File: src/rtl/core/ntwa_pkg.sv
// Package for the node table with aging: table sizes, mode codes,
// transaction payload types and the control bundle passed to each table cell.
// No dependencies.
`timescale 1ns / 1ps

package ntwa_pkg;

  localparam int MAX_NODES = 4;
  localparam int ADDR_W    = 16;
  localparam int AGE_W     = 8;
  localparam int CNT_W     = $clog2(MAX_NODES + 1);

  localparam logic [AGE_W-1:0] AGE_MAX         = {AGE_W{1'b1}};
  localparam logic [AGE_W-1:0] AGE_LIMIT_RESET = AGE_W'(15);

  // Item mode codes
  localparam logic [1:0] MODE_REGISTER = 2'd0;
  localparam logic [1:0] MODE_REFRESH  = 2'd1;
  localparam logic [1:0] MODE_TICK     = 2'd2;

  typedef struct packed {
    logic [1:0]        mode;
    logic [ADDR_W-1:0] node_addr;
  } in_item_t;

  typedef struct packed {
    logic       hit;
    logic       inserted;
    logic       dropped;
    logic [2:0] removed_count;
    logic [2:0] entry_count;
  } out_item_t;

  // Operation broadcast to every cell in the chain
  typedef struct packed {
    logic              lookup;   // register or refresh lookup this cycle
    logic              age;      // increment ages and flag expiry
    logic              shift;    // close the gap at the first expired entry
    logic [ADDR_W-1:0] key;
    logic [AGE_W-1:0]  limit;
  } cell_ctrl_t;

  // Map a table count onto the 3-bit result field (masked)
  function automatic logic [2:0] to_cnt3(logic [CNT_W-1:0] c);
    logic [CNT_W+2:0] tmp;
    tmp = {3'b000, c};
    return tmp[2:0];
  endfunction

endpackage

File: src/rtl/core/node_table_with_aging.sv
// Top level of the node table with aging: sequencer, entry count, age limit
// register, output register and the chain of ntwa_cell entries.
// Depends on ntwa_pkg and ntwa_cell.
//
//   Channel   Direction  Handshake                  Payload
//   in        input      in_valid_i / in_stall_o    in_data_i  (in_item_t)
//   out       output     out_valid_o / out_stall_i  out_data_o (out_item_t)
//   cfg       input      cfg_we_i                   cfg_wdata_i (age limit)
//
// Register, refresh and unused-mode transactions: the lookup and insert
// happen in the cells at the accept edge, then ST_OUT moves the result.
// A tick ages the entries at the accept edge; in ST_SHIFT the chain drops one
// expired entry per cycle until it finds no more, then ST_OUT moves the result.
// Reset empties the table at once and sets the age limit to 15.
// A stalled output holds the next result in the sequencer; input stays stalled.
`timescale 1ns / 1ps

module node_table_with_aging import ntwa_pkg::*; (
  input  logic             clk_i,
  input  logic             rst_ni,
  input  logic             in_valid_i,
  output logic             in_stall_o,
  input  in_item_t         in_data_i,
  output logic             out_valid_o,
  input  logic             out_stall_i,
  output out_item_t        out_data_o,
  input  logic             cfg_we_i,
  input  logic [AGE_W-1:0] cfg_wdata_i
);

  typedef enum logic [2:0] {
    ST_IDLE  = 3'b001,
    ST_SHIFT = 3'b010,
    ST_OUT   = 3'b100
  } state_e;

  state_e            state_q, state_d;
  logic [CNT_W-1:0]  count_q, count_d;
  logic [CNT_W-1:0]  removed_q, removed_d;
  logic [AGE_W-1:0]  limit_q;
  logic              hit_q, hit_d, ins_q, ins_d, drop_q, drop_d;
  logic              out_valid_q;
  out_item_t         out_data_q;

  logic              accept, is_lookup, is_reg, is_tick, full, hit;
  logic              insert_en, any_exp, out_load;
  cell_ctrl_t        ctrl;

  logic [MAX_NODES-1:0] valid_v, ins_v;
  logic [MAX_NODES:0]   found_c, shift_c;
  logic [ADDR_W-1:0]    addr_c [MAX_NODES+1];
  logic [AGE_W-1:0]     age_c  [MAX_NODES+1];
  logic [MAX_NODES:0]   exp_c;

  // Decode the incoming transaction
  assign in_stall_o = (state_q != ST_IDLE);
  assign accept     = in_valid_i && !in_stall_o;
  assign is_reg     = (in_data_i.mode == MODE_REGISTER);
  assign is_lookup  = is_reg || (in_data_i.mode == MODE_REFRESH);
  assign is_tick    = (in_data_i.mode == MODE_TICK);
  assign full       = (count_q == CNT_W'(MAX_NODES));

  assign ctrl.lookup = accept && is_lookup;
  assign ctrl.age    = accept && is_tick;
  assign ctrl.shift  = (state_q == ST_SHIFT);
  assign ctrl.key    = in_data_i.node_addr;
  assign ctrl.limit  = limit_q;

  assign hit       = found_c[MAX_NODES];
  assign any_exp   = shift_c[MAX_NODES];
  assign insert_en = ctrl.lookup && is_reg && !hit && !full;

  // Build the chain of table cells
  assign found_c[0]         = 1'b0;
  assign shift_c[0]         = 1'b0;
  assign addr_c[MAX_NODES]  = '0;
  assign age_c[MAX_NODES]   = '0;
  assign exp_c[MAX_NODES]   = 1'b0;

  for (genvar k = 0; k < MAX_NODES; k++) begin : g_cell
    assign valid_v[k] = (CNT_W'(k) < count_q);
    assign ins_v[k]   = insert_en && (count_q == CNT_W'(k));

    ntwa_cell u_cell (
      .clk_i         (clk_i),
      .ctrl_i        (ctrl),
      .valid_i       (valid_v[k]),
      .insert_here_i (ins_v[k]),
      .next_addr_i   (addr_c[k+1]),
      .next_age_i    (age_c[k+1]),
      .next_exp_i    (exp_c[k+1]),
      .found_i       (found_c[k]),
      .found_o       (found_c[k+1]),
      .shift_i       (shift_c[k]),
      .shift_o       (shift_c[k+1]),
      .addr_o        (addr_c[k]),
      .age_o         (age_c[k]),
      .exp_o         (exp_c[k])
    );
  end

  assign out_load = (state_q == ST_OUT) && (!out_valid_q || !out_stall_i);

  // Sequence lookup, compaction and result delivery
  always_comb begin
    state_d   = state_q;
    count_d   = count_q;
    removed_d = removed_q;
    hit_d     = hit_q;
    ins_d     = ins_q;
    drop_d    = drop_q;
    case (state_q)
      ST_IDLE: begin
        if (accept) begin
          hit_d     = ctrl.lookup && hit;
          ins_d     = insert_en;
          drop_d    = ctrl.lookup && is_reg && !hit && full;
          removed_d = '0;
          if (insert_en) begin
            count_d = count_q + CNT_W'(1);
          end
          state_d = is_tick ? ST_SHIFT : ST_OUT;
        end
      end
      ST_SHIFT: begin
        if (any_exp) begin
          count_d   = count_q - CNT_W'(1);
          removed_d = removed_q + CNT_W'(1);
        end else begin
          state_d = ST_OUT;
        end
      end
      ST_OUT: begin
        if (out_load) begin
          state_d = ST_IDLE;
        end
      end
      default: begin
        state_d = ST_IDLE;
      end
    endcase
  end

  // Hold control state
  always_ff @(posedge clk_i or negedge rst_ni) begin
    if (!rst_ni) begin
      state_q     <= ST_IDLE;
      count_q     <= '0;
      limit_q     <= AGE_LIMIT_RESET;
      out_valid_q <= 1'b0;
    end else begin
      state_q <= state_d;
      count_q <= count_d;
      if (cfg_we_i) begin
        limit_q <= cfg_wdata_i;
      end
      if (out_load) begin
        out_valid_q <= 1'b1;
      end else if (!out_stall_i) begin
        out_valid_q <= 1'b0;
      end
    end
  end

  // Hold result payload
  always_ff @(posedge clk_i) begin
    removed_q <= removed_d;
    hit_q     <= hit_d;
    ins_q     <= ins_d;
    drop_q    <= drop_d;
    if (out_load) begin
      out_data_q.hit           <= hit_q;
      out_data_q.inserted      <= ins_q;
      out_data_q.dropped       <= drop_q;
      out_data_q.removed_count <= to_cnt3(removed_q);
      out_data_q.entry_count   <= to_cnt3(count_q);
    end
  end

  assign out_valid_o = out_valid_q;
  assign out_data_o  = out_data_q;

endmodule

File: src/rtl/core/ntwa_cell.sv
// One entry of the node table: address, age and expiry flag, with the
// lookup and compaction chains to its neighbors. Depends on ntwa_pkg.
`timescale 1ns / 1ps

module ntwa_cell import ntwa_pkg::*; (
  input  logic                  clk_i,
  input  cell_ctrl_t            ctrl_i,
  input  logic                  valid_i,
  input  logic                  insert_here_i,
  input  logic [ADDR_W-1:0]     next_addr_i,
  input  logic [AGE_W-1:0]      next_age_i,
  input  logic                  next_exp_i,
  input  logic                  found_i,
  output logic                  found_o,
  input  logic                  shift_i,
  output logic                  shift_o,
  output logic [ADDR_W-1:0]     addr_o,
  output logic [AGE_W-1:0]      age_o,
  output logic                  exp_o
);

  logic [ADDR_W-1:0] addr_q, addr_d;
  logic [AGE_W-1:0]  age_q, age_d, age_inc;
  logic              exp_q, exp_d;
  logic              match;

  // Lookup chain: first matching valid entry wins
  assign match   = valid_i && (addr_q == ctrl_i.key);
  assign found_o = found_i | match;

  // Compaction chain: this cell and all above the first expired one shift
  assign shift_o = shift_i | (exp_q & valid_i);

  assign age_inc = (age_q == AGE_MAX) ? age_q : age_q + AGE_W'(1);

  // Select next entry contents
  always_comb begin
    addr_d = addr_q;
    age_d  = age_q;
    exp_d  = exp_q;
    if (ctrl_i.lookup) begin
      if (match && !found_i) begin
        age_d = '0;
      end else if (insert_here_i) begin
        addr_d = ctrl_i.key;
        age_d  = '0;
      end
    end else if (ctrl_i.age) begin
      age_d = age_inc;
      exp_d = valid_i && (age_inc > ctrl_i.limit);
    end else if (ctrl_i.shift && shift_o) begin
      addr_d = next_addr_i;
      age_d  = next_age_i;
      exp_d  = next_exp_i;
    end
  end

  // Hold entry payload
  always_ff @(posedge clk_i) begin
    addr_q <= addr_d;
    age_q  <= age_d;
    exp_q  <= exp_d;
  end

  assign addr_o = addr_q;
  assign age_o  = age_q;
  assign exp_o  = exp_q;

endmodule

File: config.mk
export PLATFORM = sky130hd
export DESIGN_NAME = node_table_with_aging
export DESIGN_NICKNAME = d
export VERILOG_FILES = /design/src/rtl/core/ntwa_pkg.sv /design/src/rtl/core/node_table_with_aging.sv /design/src/rtl/core/ntwa_cell.sv
export SDC_FILE = /design/constraint.sdc
export NUM_CORES = 1
export LEC_CHECK = 0
export BUFFER_PORTS_ARGS = -buffer_cell sky130_fd_sc_hd__buf_2
export CORE_AREA = 2 2 153 155
export CTS_BUF_LIST = sky130_fd_sc_hd__clkbuf_16
export DETAILED_ROUTE_END_ITERATION = 8
export DIE_AREA = 0 0 155 157
export GPL_ROUTABILITY_DRIVEN = 0
export HOLD_SLACK_MARGIN = 0.06
export SYNTH_ARGS = -nofsm -noshare
export SYNTH_HDL_FRONTEND = slang
export SYNTH_SLANG_ARGS = --single-unit
export TNS_END_PERCENT = 5
File: constraint.sdc
create_clock -name clk_i -period 4.3 [get_ports clk_i]
set_input_delay 0.215 -clock clk_i [delete_from_list [all_inputs] [get_ports clk_i]]
set_output_delay 0.215 -clock clk_i [all_outputs]
set_load 0.01 [all_outputs]
==> run summary <==
The flow ran to the end, and the final reports show no timing, DRC or antenna violations. The hold-fix buffer count after cts came out at 10. The final max-slew violation count was 0. The largest clock skew in the final design is 0.00592 ns.

The area of the die is ~24,000 um^2. For the worst-skew pair, the clock arrives at the later sink with an insertion delay of 0.43 ns. The number of enable-type register cells in the synthesized netlist is 115. The total vias in the final route is 5,797. The post-synthesis async set-or-reset flop share is 11.5%. The area fraction of the dominant cell type after synthesis is 44.2%. Setup total negative slack on the finished layout was measured at 0 ns. At the end of the flow the core is filled with cells to 39.8%. The share of the clock period used by the worst path after layout is 73.6%. The detailed placement HPWL came out at roughly 14,000 um.

The met1 global-route usage is 22.5%. The average wire per standard cell is 17.7 um. The count of boundary I/O pins is 42. The die outline height is 157 um. The data required time at the worst endpoint is 4.43 ns. Setup repair after global routing left no endpoint under its margin. The fill cell total of the finished layout is 2,175. Summing all flip-flop and latch instances after layout gives 3830 um^2. The internal cell power is between 0.003 and 0.004 W. In this run the clock root is driven by a sky130_fd_sc_hd__clkbuf_16. Using the TritonRoute via totals, the vias-per-cell ratio works out to around 5.2.

The post-CTS setup buffer count came out at 0. By area the synthesized netlist is led by sky130_fd_sc_hd__edfxtp_1, sky130_fd_sc_hd__nand2_1, sky130_fd_sc_hd__xnor2_1. The shortest clock period the worst path allows after layout is 3.17 ns. For this run, the total global-route usage over all layers was measured as ~17%. The aggregate routed wire length came out at approximately 20,000 um. The number of failing hold endpoints at the final stage was 0. Of all nets on the critical path, the largest fanout is 19. The post-layout worst setup margin came out at between 1 and 1.5 ns.

The areal power density over the cells came out at 540 nW/um^2. The worst setup path is captured at a flop. The tightest min-delay check is of the input pin to flop type. Synthesis instantiated between 50 and 60 different standard cells from the library. The H-tree was split into 4 levels. The clock passes through at most 2 buffers. The category of the worst setup path launch point is a flop. Static timing analysis puts the maximum clock frequency at 316 MHz. The met2 routing resource usage after global routing came out at between 20 and 30%. The transition time at the pin with the least slew margin came out at 0.897 ns. The horizontal die dimension is roughly 160 um. The number of warnings reported in the yosys synthesis log is 0.

In the global route stage, met3 resource usage came out at 3.28%. The fraction of power consumed by combinational cells came out at about 30%. The post-CTS clock slew at the launch and capture registers of the worst setup and hold paths came out at 0.06 ns. Summed over all layers, the global routing overflow is 0.

The number of remaining DRC errors came out at 0. For this configuration, the core starts out at a cell density of 34.7%. In the synthesized netlist the dominant register cell turns out to be sky130_fd_sc_hd__edfxtp_1. The synthesized netlist occupies a cell area of between 7000 and 8000 um^2. By startpoint and endpoint, the worst setup path is classified as flop to flop. Before antenna repair, the detailed router went through 5 iterations.

The synthesized area divided by synthesized cell count is about 10 um^2. The area growth from synthesis to layout is 14.7%. The worst hold slack is 0.106 ns. The via count of the first global-routing pass is 5,726. Row generation in the floorplan step produced between 50 and 60 rows. The total setup violations reported at the end of the flow is 0. TritonCTS built the clock tree. The static leakage came out at 3.63 nW. The flip-flop and latch count after synthesis is 130. Of all cell types, the one taking the most synthesized area is sky130_fd_sc_hd__edfxtp_1.

The synthesized instance count came out at 767. In the post-synthesis netlist, the cell with the most instances is sky130_fd_sc_hd__nand2_1. Counting instances in the post-synthesis netlist gives the leading cell types as sky130_fd_sc_hd__nand2_1, sky130_fd_sc_hd__edfxtp_1, sky130_fd_sc_hd__xnor2_1.

The sequential area share after synthesis came out at slightly below 50%. The worst slew slack as a fraction of its limit came out at 40.2%. Data on the critical path arrives at its endpoint at 3.29 ns. The number of nets in the layout came out at 880.

Registers are responsible for 40.9% of the overall power. The number of diodes added for antenna fixing is 0. The combined area of the multi-input logic cells came out at 3710 um^2.

The slowest stage of the critical path belongs to the cell sky130_fd_sc_hd__dfrtp_1. Post-CTS repair changed the size of 0 cells. The analysis attributes to net switching a power of around 0.0017 W.

The number of antenna violations at the first check in global routing is 0. Walking the worst path, the cells encountered are or3_4 -> and2_1 -> a22oi_2 -> nand4_4 -> nor3b_1 -> a2bb2oi_2 -> buf_4. The clock net in this run drives a total of 130 sinks. The number of nets with antenna violations after detailed routing came out at 0. The core region area came out at 22,500 um^2.

The layout cell share with drive strength beyond 1 came out at 12.9%. The number of maximum-capacitance violations is 0. Synthesis produced a netlist with a net count of 840.

The total power is 0.00484 W. The delay of the slowest cell on the worst path is around 0.60 ns. The number of I/O port buffers is slightly above 40. The fraction of power spent switching nets is a little over a third. VDD sags by at most 0.205 mV. The global-route wire length before repair came out at 31,100 um. The worst slack at placement is 1.11 ns. The pin count of the biggest net entering global routing is 54. In this run, the number of DRC markers left after iteration 0 of detailed routing was 510.

The CTS buffer count is 17. In this run the most used layer during global routing was met2. The clock network is responsible for 29.5% of the overall power.
layout by cell type (no fill, tap or decap), drive strengths merged, types with 3 or more instances in the layout:
| cell | instances |
|---|---|
| nand2 | 157 |
| edfxtp | 115 |
| xnor2 | 64 |
| buf | 50 |
| ha | 42 |
| nor2 | 36 |
| inv | 32 |
| nand4 | 32 |
| o21ai | 29 |
| nand3 | 26 |
| xor2 | 21 |
| a32o | 21 |
| a21oi | 20 |
| clkbuf | 17 |
| nor3 | 12 |
| nor2b | 11 |
| dfrtp | 10 |
| dlygate4sd3 | 10 |
| and3 | 8 |
| a21o | 8 |
| clkinv | 8 |
| nand2b | 7 |
| and2 | 7 |
| o21a | 6 |
| nor4 | 6 |
| a2bb2oi | 6 |
| mux2 | 5 |
| clkinvlp | 5 |
| dfstp | 5 |
| nor3b | 4 |
| or2 | 3 |
| a31oi | 3 |
| or4 | 3 |
| nor4bb | 3 |
| a211oi | 3 |
| or3 | 3 |
power groups by stage:
| stage | clock, W | sequential (W) | combinational, W |
|---|---|---|---|
| after floorplan | 0 | 0.00192 | 0.00107 |
| after global placement | 0 | 0.00199 | 0.00142 |
| after detailed placement | 0 | 0.00200 | 0.00142 |
| after CTS | 0.00145 | 0.00198 | 0.00144 |
| after global routing | 0.00150 | 0.00201 | 0.00162 |
| final | 0.00143 | 0.00198 | 0.00143 |
metal layers:
layer,share of wire [%],vias to the layer above,wire length (um)
met5,0,-,0
met4,1.5,0,288
met3,4.9,25,953
met2,46,166,9010
met1,48,2773,9320
li1,-,2833,-
critical path, delay by kind of cell (launching register included):
family | cells | cell delay, ns
and+or+nand+nor | 4 | 1.20
buffers and inverters | 1 | 0.31
AOI/OAI and AO/OA | 2 | 0.73
DFF | 1 | 0.60
final cells by class:
type / instances / area share, %
Sequential cell: 130 / 42.8
Clock buffer: 17 / 4.74
Tap cell: 285 / 3.98
Inverter: 32 / 1.34
Multi-Input combinational cell: 566 / 41.4
Clock inverter: 15 / 1.59
Timing Repair Buffer: 60 / 4.16
flip-flops by register name, summed over array words and instances, names as in the netlist:
signal / flops
drop_q: 1
removed_q: 3
out_valid_o: 1
out_data_o: 9
state_q: 3
ins_q: 1
hit_q: 1
limit_q: 8
g_cell.u_cell.addr_o: 64
count_q: 3
g_cell.u_cell.exp_o: 4
g_cell.u_cell.age_o: 32
through the flow:
step | std cells | cell area, um^2
final | 1105 | 8970
after global routing | 1105 | 8970
after CTS | 1105 | 8970
after detailed placement | 1063 | 8300
after global placement | 1063 | 8300
after floorplan | 767 | 7820
final timing paths:
kind / startpoint / to / slack, ns / depth (start not counted)
worst max-delay path: count_q[2]$_DFFE_PN0P_ / g_cell[0].u_cell.addr_o[1]$_DFFE_PP_ / 1.13 / 7
worst min register to register: hit_q$_DFFE_PP_ / out_data_o[8]$_DFFE_PP_ / 0.42 / 0
worst min-delay path: cfg_we_i / limit_q[2]$_DFFE_PN1P_ / 0.11 / 3
max in group asynchronous: rst_ni / limit_q[2]$_DFFE_PN1P_ / 3.76 / 2
worst max register to register: count_q[2]$_DFFE_PN0P_ / g_cell[0].u_cell.addr_o[1]$_DFFE_PP_ / 1.13 / 7
min in group asynchronous: rst_ni / limit_q[4]$_DFFE_PN0P_ / 0.23 / 2
logic make-up (layout without fill, tap and decap cells):
group	after synthesis	in the layout	share of synthesized area (%)
xor gates and xnor gates	85	85	9.53
muxes	6	6	0.848
DFF	130	130	49.1
adders and majority gates	42	42	6.72
buffers and inverters	71	124	3.79
AOI/OAI and AO/OA	106	106	9.43
and+or+nand+nor	327	327	20.6
(Power assumes the default switching activity.)
